$ cat config.mk
export PLATFORM = sky130hd
export DESIGN_NAME = plgr_cell
export DESIGN_NICKNAME = d
export VERILOG_FILES = /design/src/rtl/plgr_pkg.sv /design/src/rtl/plgr_cell.sv
export SDC_FILE = /design/constraint.sdc
export NUM_CORES = 1
export LEC_CHECK = 0
export ABC_AREA = 1
export BUFFER_PORTS_ARGS = -buffer_cell sky130_fd_sc_hd__buf_2
export CAP_MARGIN = 20
export CORE_AREA = 2 2 56 58
export CTS_BUF_LIST = sky130_fd_sc_hd__clkbuf_16
export CTS_CLUSTER_SIZE = 14
export DETAILED_ROUTE_END_ITERATION = 7
export DIE_AREA = 0 0 58 60
export GPL_ROUTABILITY_DRIVEN = 0
export PLACE_DENSITY = 0.79
export SLEW_MARGIN = 20
export SYNTH_ARGS = -nofsm -noshare
export SYNTH_HDL_FRONTEND = slang
export SYNTH_SLANG_ARGS = --single-unit
$ cat constraint.sdc
create_clock -name clk_i -period 0.9 [get_ports clk_i]
set_clock_uncertainty 0.1 [all_clocks]
set_input_delay 0.135 -clock clk_i [delete_from_list [all_inputs] [get_ports clk_i]]
set_output_delay 0.135 -clock clk_i [all_outputs]
set_load 0.05 [all_outputs]
$ cat src/rtl/plgr_pkg.sv
// ----------------------------------------------------------------------------
// Peak limiter gain ramp package
// Shared types and fixed-point constants.
// ----------------------------------------------------------------------------
`timescale 1ns / 1ps
`default_nettype none

package plgr_pkg;

  // Unity gain in Q16.16.
  localparam logic [31:0] ONE_Q16 = 32'd65536;

  // Width of a ramp factor; factors stay below 2.0.
  localparam int unsigned FW = 18;

  // Width of the shared divider's dividend and quotient (2^32 needs 33 bits).
  localparam int unsigned DIV_NW = 33;

  typedef enum logic [1:0] {
    CELL_HOLD,
    CELL_PUSH,
    CELL_ROT
  } cell_op_e;

endpackage

`default_nettype wire

$ cat src/rtl/plgr_cell.sv
// ----------------------------------------------------------------------------
// Window cell
// Holds one window slot; shifts up on a push and down on a rotation.
// ----------------------------------------------------------------------------
`timescale 1ns / 1ps
`default_nettype none

module plgr_cell import plgr_pkg::*; #(
  parameter int unsigned SAMPLE_WIDTH = 24
) (
  input  wire logic                    clk_i,
  input  wire logic                    rst_ni,
  input  wire cell_op_e                op_i,
  input  wire logic [SAMPLE_WIDTH-1:0] push_data_i,
  input  wire logic                    push_valid_i,
  input  wire logic [SAMPLE_WIDTH-1:0] rot_data_i,
  input  wire logic                    rot_valid_i,
  output      logic [SAMPLE_WIDTH-1:0] data_o,
  output      logic                    valid_o
);

  logic [SAMPLE_WIDTH-1:0] data_q, data_d;
  logic                    valid_q, valid_d;

  always_comb begin
    data_d  = data_q;
    valid_d = valid_q;
    case (op_i)
      CELL_PUSH: begin
        data_d  = push_data_i;
        valid_d = push_valid_i;
      end
      CELL_ROT: begin
        data_d  = rot_data_i;
        valid_d = rot_valid_i;
      end
      default: begin
      end
    endcase
  end

  always_ff @(posedge clk_i or negedge rst_ni) begin
    if (!rst_ni) begin
      valid_q <= 1'b0;
    end else begin
      valid_q <= valid_d;
    end
  end

  always_ff @(posedge clk_i) begin
    data_q <= data_d;
  end

  assign data_o  = data_q;
  assign valid_o = valid_q;

endmodule

`default_nettype wire

==> load_flow_metrics.sql <==
INSERT INTO impl_metrics (metric_group, metric, value, unit) VALUES
('floorplanning', 'width_of_the_chip', '58', 'µm'),
('timing', 'maxSlewHeadroom', '88.5', '%'),
('grt', 'grt_pass1_wl', '3.85', 'mm'),
('synth', 'netlist_top_cells_area', 'sky130_fd_sc_hd__edfxtp_1 64%, sky130_fd_sc_hd__nand2_1 25%, sky130_fd_sc_hd__buf_6 3.0%, sky130_fd_sc_hd__dfrtp_1 2.2%, sky130_fd_sc_hd__buf_4 1.3%', ''),
('synth', 'post-synth-top-area-fraction', '64.3', '%'),
('setup_path', 'path_class', 'reg2out', ''),
('clock_tree', 'cts_root_buf', 'sky130_fd_sc_hd__clkbuf_16', ''),
('finish', 'post-route-util', '65.1', '%'),
('synth', 'synth_edf_count', '24', ''),
('synth', 'synth_area_per_cell', '9.92', 'µm²'),
('synth', 'async_reset_ff_share', '4.00', '%'),
('floorplanning', 'pin_count', '79', ''),
('timing', 'grt_setup_unrepaired', 'yes', ''),
('routing', 'detailedRoute.firstIterationViolations', '28', ''),
('synth', 'syn-num-nets', '168', ''),
('clock_tree', 'tritoncts', 'yes', ''),
('setup_path', 'crit_chain', 'buf_6', ''),
('finish', 'synthToLayoutAreaGrowth', '68.6', '%'),
('placement', 'dp_hpwl', '1.93', 'mm'),
('worst_hold_path', 'worst_hold_path_type', 'in2reg', ''),
('power', 'pwr_density_cell', '2050', 'mW/mm²'),
('routing', 'drcViolationCount', '0', ''),
('timing', 'maximum_clock_frequency', '939', 'MHz'),
('grt', 'via_count_of_the_first_global_routing_pass', '942', ''),
('grt', 'pin_count_of_the_biggest_net_entering_global_routing', '26', ''),
('floorplanning', 'start_util', '38.6', '%'),
('outcome', 'status', 'complete, but fails checks', ''),
('routing', 'detail_route.wirelength', '2.56', 'mm'),
('outcome', 'violations', 'negative setup slack', ''),
('routing', 'route.detailed.vias_per_inst', '4.42', ''),
('timing', 'final.setup.tns', '-3.61', 'ns'),
('timing', 'finalCriticalPeriod', '1.06', 'ns'),
('timing', 'slew_viol_final', '0', ''),
('clock_tree', 'tritoncts.num_buffers', '3', ''),
('timing', 'finalSetupViolCount', '40', ''),
('placement', 'place.port_buffers', '78', ''),
('synth', 'synth_top_area_cell', 'sky130_fd_sc_hd__edfxtp_1', ''),
('placement', 'place_inst', '223', ''),
('synth', 'ys.warnings.count', '0', ''),
('synth', 'postSynthCellCount', '113', ''),
('setup_path', 'worst-path-buf-inv', '1', ''),
('timing', 'hold_viol_final', '0', ''),
('clock_tree', 'tritoncts_num_sinks', '25', ''),
('timing', 'final.period_utilization', '118', '%'),
('clock_tree', 'clockBufferDepth', '2', ''),
('setup_path', 'crit_arrival', '0.83', 'ns'),
('setup_path', 'worst_path_dominant_cell_family', 'flip-flops', ''),
('finish', 'layout.cells.non_filler', '229', ''),
('timing', 'tightest_slew', '0.172', 'ns'),
('grt', 'globalRouteTotalUtil', '15.0', '%'),
('synth', 'post_synth_num_cell_types', '9', ''),
('routing', 'antenna_nets_post_route', '0', ''),
('grt', 'grt_ovf', '0', ''),
('clock_tree', 'cts.reportedPaths.clkPinSlew', '0.06', 'ns'),
('power', 'ir_drop', '1.65', 'mV'),
('floorplanning', 'fp.dieH', '60', 'µm'),
('synth', 'syn_area', '0.00112', 'mm²'),
('setup_path', 'slowest_delay', '0.40', 'ns'),
('finish', 'fillerInstances', '243', ''),
('setup_path', 'critical-path-slowest-cell', 'sky130_fd_sc_hd__edfxtp_1', ''),
('synth', 'synth_seq_area_share', '66.5', '%'),
('setup_path', 'critical_path.startpoint_type', 'flop', ''),
('synth', 'leading_cell_type_by_number_of_instances_after_synthesis', 'sky130_fd_sc_hd__nand2_1', ''),
('synth', 'yosys_most_used_dff', 'sky130_fd_sc_hd__edfxtp_1', ''),
('grt', 'grt_antenna_before_repair', '0', ''),
('clock_tree', 'clock_latency', '0.25', 'ns'),
('timing', 'post-route-worst-setup-slack', '-0.164', 'ns'),
('setup_path', 'reg2reg_slack', '0.18', 'ns'),
('floorplanning', 'rows', '20', ''),
('synth', 'synth-seq-cells', '25', ''),
('finish', 'antenna_diode_count', '0', '');
-- registers in the layout (all words and copies together) (netlist names) --
name,flops
data_o,24
valid_o,1
-- metal layers --
metal  routed length (µm)  track usage, %  up-vias
met5                    0               0        -
met4                   49            6.98        0
met3                  186            2.60        5
met2                 1440            30.0       47
met1                  893            14.9      435
li1                     -               -      526
-- per-stage QoR --
step                power (mW)  area, µm²  hold WS [ns]
global placement          2.64       1580        -0.186
detailed placement        2.66       1580        -0.188
global route              4.02       1890        0.0419
CTS                       3.87       1840        0.0360
floorplan                 2.33       1150        -0.261
finish                    3.87       1890        0.0383
-- placed cells by master, fill, tap and decap left out, drive strengths merged --
master / count
nand3: 1
dlygate4sd3: 1
clkinv: 1
dfrtp: 1
buf: 82
clkinvlp: 1
nand2: 76
clkbuf: 4
inv: 4
ha: 1
edfxtp: 24
-- power by group --
group / internal (mW) / total, mW / leakage [nW] / switching, mW
clock network: 0.598 / 0.962 / 0.0409 / 0.364
registers: 1.48 / 1.56 / 0.246 / 0.0799
logic: 0.515 / 1.35 / 0.666 / 0.831
total: 2.60 / 3.87 / 0.953 / 1.28
-- path summary, 6_finish.rpt --
| path | start | to | depth (start not counted) |
|---|---|---|---|
| worst max-delay path | data_o[2] | data_o[2] | 1 |
| max in group asynchronous | rst_ni | valid_o | 2 |
| worst max register to register | valid_o | valid_o | 2 |
| min in group asynchronous | rst_ni | valid_o | 2 |
| worst min-delay path | push_data_i[0] | data_o[0] | 3 |
| worst min register to register | valid_o | valid_o | 2 |
-- layout make-up --
class	count	area (µm²)	area share (%)
Clock inverter	1	5.00	0.265
Timing Repair Buffer	84	668	35.3
Sequential cell	25	746	39.4
Inverter	5	35.0	1.85
Multi-Input combinational cell	78	320	16.9
Clock buffer	3	75.1	3.97
Tap cell	33	41.3	2.18
-- worst register-to-register path, cell delays in order (launching register included) --
cell and delay [ns]:
sky130_fd_sc_hd__dfrtp_1 0.39, sky130_fd_sc_hd__nand2_1 0.07, sky130_fd_sc_hd__nand2_1 0.05
-- cell families (layout without fill, tap and decap cells) --
group / count (synthesis) / count (layout) / synth area share [%]
buffers and inverters: 10 / 93 / 6.47
AND/OR/NAND/NOR: 77 / 77 / 25.9
flip-flops: 25 / 25 / 66.5
adder cells (fa/ha/maj): 1 / 1 / 1.12
-- what timing repair did --
action / 4_1_cts / 5_1_grt
pin swaps: 0 / 3
resized for setup: 52 / 7
gates cloned: 0 / 1
buffers inserted: 0 / 0
hold buffers: 1 / 0
endpoints found under the hold margin: 1 / 0
endpoints found under the setup margin: 43 / 50
No activity file was read; power rests on OpenSTA's default activity.
