### src/rtl/plgr_div.sv
// ----------------------------------------------------------------------------
// Serial divider
// Restoring division, one quotient bit per cycle.
// ----------------------------------------------------------------------------
`timescale 1ns / 1ps
`default_nettype none

module plgr_div #(
  parameter int unsigned NW = 33,
  parameter int unsigned DW = 24
) (
  input  wire logic          clk_i,
  input  wire logic          rst_ni,
  input  wire logic          start_i,
  input  wire logic [NW-1:0] dividend_i,
  input  wire logic [DW-1:0] divisor_i,
  output      logic          done_o,
  output      logic [NW-1:0] quotient_o
);

  localparam int unsigned CW = $clog2(NW + 1);

  logic [NW-1:0] aq_q, aq_d;
  logic [DW-1:0] rem_q, rem_d;
  logic [DW-1:0] dvs_q, dvs_d;
  logic [CW-1:0] cnt_q, cnt_d;
  logic          busy_q, busy_d;
  logic          done_q, done_d;
  logic [DW:0]   rem_sh;
  logic [DW:0]   diff;
  logic          ge;

  assign rem_sh = {rem_q, aq_q[NW-1]};
  assign diff   = rem_sh - {1'b0, dvs_q};
  assign ge     = (rem_sh >= {1'b0, dvs_q});

  always_comb begin
    aq_d   = aq_q;
    rem_d  = rem_q;
    dvs_d  = dvs_q;
    cnt_d  = cnt_q;
    busy_d = busy_q;
    done_d = 1'b0;
    if (start_i) begin
      aq_d   = dividend_i;
      rem_d  = '0;
      dvs_d  = divisor_i;
      cnt_d  = '0;
      busy_d = 1'b1;
    end else if (busy_q) begin
      // The remainder stays below the divisor, so DW bits hold it.
      rem_d = ge ? diff[DW-1:0] : rem_sh[DW-1:0];
      aq_d  = {aq_q[NW-2:0], ge};
      cnt_d = cnt_q + 1'b1;
      if (cnt_q == CW'(NW - 1)) begin
        busy_d = 1'b0;
        done_d = 1'b1;
      end
    end
  end

  always_ff @(posedge clk_i or negedge rst_ni) begin
    if (!rst_ni) begin
      busy_q <= 1'b0;
      done_q <= 1'b0;
      cnt_q  <= '0;
    end else begin
      busy_q <= busy_d;
      done_q <= done_d;
      cnt_q  <= cnt_d;
    end
  end

  always_ff @(posedge clk_i) begin
    aq_q  <= aq_d;
    rem_q <= rem_d;
    dvs_q <= dvs_d;
  end

  assign done_o     = done_q;
  assign quotient_o = aq_q;

endmodule

`default_nettype wire

### config.mk
export PLATFORM = sky130hd
export DESIGN_NAME = plgr_div
export DESIGN_NICKNAME = d
export VERILOG_FILES = /design/src/rtl/plgr_div.sv
export SDC_FILE = /design/constraint.sdc
export NUM_CORES = 1
export LEC_CHECK = 0
export BUFFER_PORTS_ARGS = -buffer_cell sky130_fd_sc_hd__buf_2
export CORE_ASPECT_RATIO = 0.6
export CORE_MARGIN = 2
export CORE_UTILIZATION = 47
export DETAILED_ROUTE_END_ITERATION = 16
export GPL_TIMING_DRIVEN = 0
export PLACE_DENSITY = 0.71
export SYNTH_ARGS = -nofsm -noshare
export SYNTH_HDL_FRONTEND = slang
export SYNTH_SLANG_ARGS = --single-unit
### constraint.sdc
create_clock -name clk_i -period 2.5 [get_ports clk_i]
set_input_delay 0.5 -clock clk_i [delete_from_list [all_inputs] [get_ports clk_i]]
set_output_delay 0.5 -clock clk_i [all_outputs]
set_load 0.005 [all_outputs]
==> impl_metrics.ini, run 1 <==
[timing]
finalSetupViolations = 25
tns_ns = -1.38
hold_violations = 0
worst_pin_slew_ns = 0.703
max_freq_mhz = 379
worst_slack_ns = -0.140
relSlewSlack_pct = 53.1
finalCriticalPeriod_ns = 2.64
grt_setup_unrepaired = true
finClkSkew_ns = 0.00642
slew_violations = 0
min_period_over_period_pct = 106

[worst_setup_path]
max_stage_delay_ns = 0.56
required_ns = 2.72
crit_top_cell = o31ai_4
cp_top_family = compound AO/OA/AOI/OAI gates
startpoint_type = register
crit_arrival_ns = 2.86
path_class = reg2reg
reg2reg_slack_ns = -0.14
cp_slowest_cell = or4_4
crit_chain = inv_1, ha_4, nand4_4, or4_4, o31ai_4, o21bai_4, o31ai_4, buf_6, buf_12, buf_16, a32oi_1, o21ai_1
end_kind = register
critPathBufInv = 4
critPathMaxFanout = 6

[global_routing]
grt_max_degree = 30
grt_pass1_vias = 3753
grt_pass1_wl_mm = 19.2
antenna_found_initial = 0
track_usage_pct = 22.4
grt_remaining_overflow = 0

[yosys]
synth_cell_type_count = 57
ys_top_cells_by_count = edfxtp_1 (57), nor2_1 (44), inv_1 (37), mux2_2 (32), a21oi_1 (29)
synth_top_area_share_pct = 35.5
synth-edff-count = 57
yosys_warnings = 0
yosysMostFrequentCell = edfxtp_1
syn_nets = 529
synthCells = 442
synth.area.top_cells = edfxtp_1 (36%), dfxtp_1 (10%), mux2_2 (7.5%)
yosys_register_bits = 89
synth.avg_cell_area_um2 = 10.9
async_reset_ff_share_pct = 8.99
netlist_area_um2 = 4820
synthFlopType = edfxtp_1
yosys.area.top_type = edfxtp_1
yosysSeqAreaShare_pct = 49.6

[cts]
cts_tree = done
cts_max_path_buffers = 2
clk_pin_slew_ns = 0.07
clkLatencyLatePin_ns = 0.34
clock-sinks = 89
cts_made_buffers = 9
cts-root-buf = clkbuf_16
htreeDepth = 3

[layout]
multi_input_area_um2 = 2760
drive_above_1_share_pct = 44.7
areaGrowthSynthToFinish_pct = 39.0
fin_nets = 661
layout.cells.non_filler = 714
diodes = 0
n_fill_cell = 707
seq_area_um2 = 2390

[routing]
wl_met2_mm = 5.68
drtPass1Iterations = 5
vias = 3972
drcViolationCount = 0
routedWlPerCell_um = 18.0
drt-total-wl_mm = 12.8
viasPerCell = 5.56
ant_nets = 0
drt-met1-wl_mm = 6.12
drt-initial-drc-count = 345
top_layer = met4
route.met3.wl_um = 852

[pwr]
power.internal_w = 0.00281
vdd_drop_max_uv = 448
switchingPower_w = 0.000907
p_leak_nw = 2.79
p_sw_share_pct = 24.4
p_seq_share_pct = 46.2
p_clk_share_pct = 39.9
p_per_area_nw_per_um2 = 555
p_comb_share_pct = 13.9

[floorplanning]
die-area_um2 = 11100
rows = 28
start_util_pct = 48.6
coreArea_um2 = 9910
num_io_pins = 94
die_h_um = 82.5
die_x_um = 135

[worst_hold_path]
hp-class = in2reg

[placed_design]
dp_hpwl_mm = 8.13
place_congestion = 0.891
dp_cells = 670
io_buffers = 93
pre_cts_ws_ns = -0.852

[job]
drv_cap = 0

[run_status]
run_status = finished with violations
violations = negative setup slack
-- per-stage QoR --
stage	hold WS, ns	power (W)	area, µm²	util, %
3_3_place_gp	0.347	0.00214	5520	55.7
2_1_floorplan	0.204	0.00198	4890	-
6_report	0.325	0.00372	6700	67.6
5_1_grt	0.320	0.00386	6700	67.6
3_5_place_dp	0.349	0.00216	5520	55.7
4_1_cts	0.321	0.00367	6320	63.8
-- final timing paths --
path	startpoint	endpoint	depth (start not counted)
max in group asynchronous	rst_ni	cnt_q[1]	2
hold reg to reg	rem_q[18]	rem_q[18]	2
min in group asynchronous	rst_ni	cnt_q[3]	2
setup reg to reg	dvs_q[12]	rem_q[21]	12
setup / recovery	dvs_q[12]	rem_q[21]	12
hold / removal	divisor_i[11]	dvs_q[11]	1
-- worst reg2reg max path: stages (launching register included) --
cell and delay, ns:
edfxtp_1 0.32, inv_1 0.06, ha_4 0.30, nand4_4 0.11, or4_4 0.56, o31ai_4 0.20, o21bai_4 0.17, o31ai_4 0.12
buf_6 0.15, buf_12 0.12, buf_16 0.12, a32oi_1 0.18, o21ai_1 0.10
-- cell type report --
| cell class | count | share of cell area (%) |
|---|---|---|
| buffer | 15 | 1.44 |
| clock buffer | 9 | 3.36 |
| clock inverter | 7 | 1.51 |
| inverter | 37 | 2.13 |
| multi-input combinational | 298 | 41.2 |
| sequential | 89 | 35.7 |
| tap | 135 | 2.52 |
| timing repair buffer | 123 | 12.0 |
| timing repair inverter | 1 | 0.112 |
-- per-layer routing --
metal | track usage, % | up-vias
met3 | 6.53 | 17
li1 | - | 1879
met2 | 32.2 | 155
met5 | 0 | -
met4 | 6.21 | 0
met1 | 32.9 | 1921
-- power by group through the flow --
| stage | logic (W) | clock network (W) | registers [W] |
|---|---|---|---|
| 6_report | 0.000519 | 0.00148 | 0.00172 |
| 5_1_grt | 0.000564 | 0.00157 | 0.00173 |
| 4_1_cts | 0.000455 | 0.00150 | 0.00172 |
| 3_5_place_dp | 0.000411 | 0 | 0.00175 |
| 3_3_place_gp | 0.000401 | 0 | 0.00174 |
| 2_1_floorplan | 0.000240 | 0 | 0.00175 |
-- cells in the final DEF, fill, tap and decap left out, drive strengths merged, types with 4 or more instances in the layout --
cell type  instances
buf              128
edfxtp            57
nor2              44
inv               39
mux2              32
a21oi             29
ha                26
dfxtp             24
clkbuf            18
a211oi            18
nand2             17
o21ai             17
xnor2             13
mux2i              9
xor2               9
dfrtp              8
nor2b              6
a21o               5
nand4              5
nand3              5
and2               4
a22o               4
and3               4
nand2b             4
or3                4
o21bai             4
-- state kept, by name, indices dropped and copies added, names as in the netlist --
name,cells
quotient_o,33
rem_q,24
cnt_q,6
busy_q,1
done_o,1
dvs_q,24
-- logic make-up after synthesis --
| kind of cell | count (synthesis) | share of synthesized area, % |
|---|---|---|
| AOI/OAI and AO/OA | 106 | 15.1 |
| and+or+nand+nor | 102 | 10.2 |
| DFF | 89 | 49.6 |
| buffers and inverters | 55 | 4.54 |
| muxes | 41 | 9.34 |
| adders and majority gates | 27 | 7.16 |
| xor gates and xnor gates | 22 | 4.00 |
-- what timing repair did --
item                                    4_1_cts  5_1_grt
gates cloned                                  4        1
pin swaps                                    33       35
resized for setup                            68       56
endpoints found under the setup margin       58       64
setup buffers                                12       13
hold endpoints to repair                      8        0
hold buffers                                  1        0
(Power assumes the default switching activity.)
==> run 2: changes to the inputs <==
==> config.mk (replaced) <==
export PLATFORM = sky130hd
export DESIGN_NAME = plgr_div
export DESIGN_NICKNAME = d
export VERILOG_FILES = /design/src/rtl/plgr_div.sv
export SDC_FILE = /design/constraint.sdc
export NUM_CORES = 1
export LEC_CHECK = 0
export CORE_ASPECT_RATIO = 0.6
export CORE_MARGIN = 2
export CORE_UTILIZATION = 47
export DETAILED_ROUTE_END_ITERATION = 16
export DONT_BUFFER_PORTS = 1
export GPL_TIMING_DRIVEN = 0
export PLACE_DENSITY = 0.63
export SYNTH_ARGS = -nofsm -noshare
export SYNTH_HDL_FRONTEND = slang
export SYNTH_SLANG_ARGS = --single-unit
==> run 2 against run 1 <==
  * The flow still finishes with violations (negative setup slack)
  * Highest routed layer unchanged
  * Total power shrank 8.7%
  * Combinational power shrank 26%
  * Final cell count shrank 14%
  * Routed wire length shrank 7.4%
  * First-iteration DRC count shrank 9.3%
  * Utilization shrank 6.4 points
  * Non-clock buffer count shrank 101
==> impl_metrics.ini, run 2 (synthesis gave the netlist of run 1 again) <==
[cts]
clock-sinks = 89
clk_pin_slew_ns = 0.07
cts-root-buf = clkbuf_16
cts_made_buffers = 9
htreeDepth = 3
clkLatencyLatePin_ns = 0.34
cts_max_path_buffers = 2
cts_tree = done

[pwr]
p_leak_nw = 2.32
p_per_area_nw_per_um2 = 560
total_power_w = 0.00340
vdd_drop_max_uv = 371

[routing]
drt-total-wl_mm = 11.9
routedWlPerCell_um = 19.4
viasPerCell = 5.73
drtPass1Iterations = 4
ant_nets = 0
drt-initial-drc-count = 313
drcViolationCount = 0
vias = 3514

[run_status]
run_status = finished with violations
violations = negative setup slack

[timing]
grt_setup_unrepaired = true
worst_slack_ns = -0.198
slew_violations = 0
finClkSkew_ns = 0.00682
worst_pin_slew_ns = 0.701
min_period_over_period_pct = 108
finalSetupViolations = 25
relSlewSlack_pct = 53.0
tns_ns = -2.13
finalCriticalPeriod_ns = 2.70
max_freq_mhz = 371
hold_ws_ns = 0.250
hold_violations = 0

[floorplanning]
start_util_pct = 48.6
die_x_um = 135
die_h_um = 82.5
num_io_pins = 94
die-area_um2 = 11100
rows = 28
coreArea_um2 = 9910

[layout]
n_fill_cell = 800
fin_util_pct = 61.2
drive_above_1_share_pct = 32.8
mostFrequentLayoutCells = edfxtp_1 (57), nor2_1 (35), mux2_2 (32), inv_1 (31), dfxtp_1 (24)
layout_commonest_cell = edfxtp_1
largest_reg_flops = 33
areaGrowthSynthToFinish_pct = 25.8
fin_nets = 560
diodes = 0

[worst_hold_path]
hp-class = in2reg
hp-start = divisor_i[4]

[worst_setup_path]
crit_arrival_ns = 2.93
required_ns = 2.73
end_kind = register
crit_start = quotient_o[32]
r2r-start = quotient_o[32]
critPathMaxFanout = 3
path_class = reg2reg
startpoint_type = register

[placed_design]
dp_hpwl_mm = 7.87
io_buffers = 0
place_congestion = 0.884
pre_cts_ws_ns = -0.441

[global_routing]
grt_remaining_overflow = 0
grt_max_degree = 34
antenna_found_initial = 0
grt_pass1_wl_mm = 16.9
track_usage_pct = 19.8
grt_pass1_vias = 3279

[job]
drv_cap = 0
## run 2: changes by cell type in the layout (fill, tap and decap cells not counted), moves of 3 or more
| cell | delta |
|---|---|
| nor2_2 | +3 |
| buf_4 | -7 |
| mux2i_1 | -3 |
| mux2i_2 | +3 |
| buf_2 | -93 |
## run 2: timing repair
| item | 4_1_cts | 5_1_grt |
|---|---|---|
| setup endpoints to repair | 25 | 58 |
| gates resized for setup | 38 | 77 |
| gates cloned | 0 | 4 |
| hold endpoints to repair | 8 | 0 |
| hold buffers | 1 | 0 |
| buffers inserted | 8 | 8 |
| pin swaps | 19 | 36 |
## run 2: path summary, 6_finish.rpt
| kind | to | slack, ns | depth (start not counted) |
|---|---|---|---|
| max | rem_q[22] | -0.20 | 11 |
| min | dvs_q[4] | 0.25 | 0 |
| max reg2reg | rem_q[22] | -0.20 | 11 |
| min reg2reg | rem_q[18] | 0.48 | 2 |
| max in group asynchronous | cnt_q[5] | 1.71 | 1 |
| min in group asynchronous | done_o | 0.51 | 1 |
## run 2: cell type report
class,count,area [µm²],share of cell area (%)
inverter,37,143,2.35
tap,135,169,2.78
multi-input combinational,298,2720,44.9
buffer,17,128,2.10
clock buffer,10,229,3.77
timing repair buffer,20,229,3.77
clock inverter,6,50.0,0.825
timing repair inverter,1,5.00,0.0825
sequential,89,2390,39.4
## run 2: metal layers
layer / global-route usage [%] / vias up / wire length (µm)
met5: 0 / - / 0
met4: 4.63 / 0 / 108
met3: 5.43 / 11 / 747
met2: 28.6 / 111 / 5340
met1: 29.4 / 1715 / 5680
li1: - / 1677 / -
## run 2: where the power goes
group | switching (W) | internal, W
sequential | 0.0000657 | 0.00167
combinational | 0.000201 | 0.000183
clock | 0.000587 | 0.000688
## run 2: worst max-delay path, stage by stage, from the launching register on
cell and delay (ns):
edfxtp_1 0.43, inv_2 0.07, ha_4 0.17, fa_2 0.42, nor2b_4 0.15, o31a_1 0.21
o21ai_1 0.09, o211a_1 0.20, o211ai_1 0.30, and3_4 0.26, o31ai_4 0.08, a22o_1 0.20
## run 2: metrics by stage
stage / instances / area [µm²]
6_report: 613 / 6070
5_1_grt: 613 / 6070
4_1_cts: 601 / 5580
3_5_place_dp: 577 / 5060
3_3_place_gp: 577 / 5060
2_1_floorplan: 442 / 4890
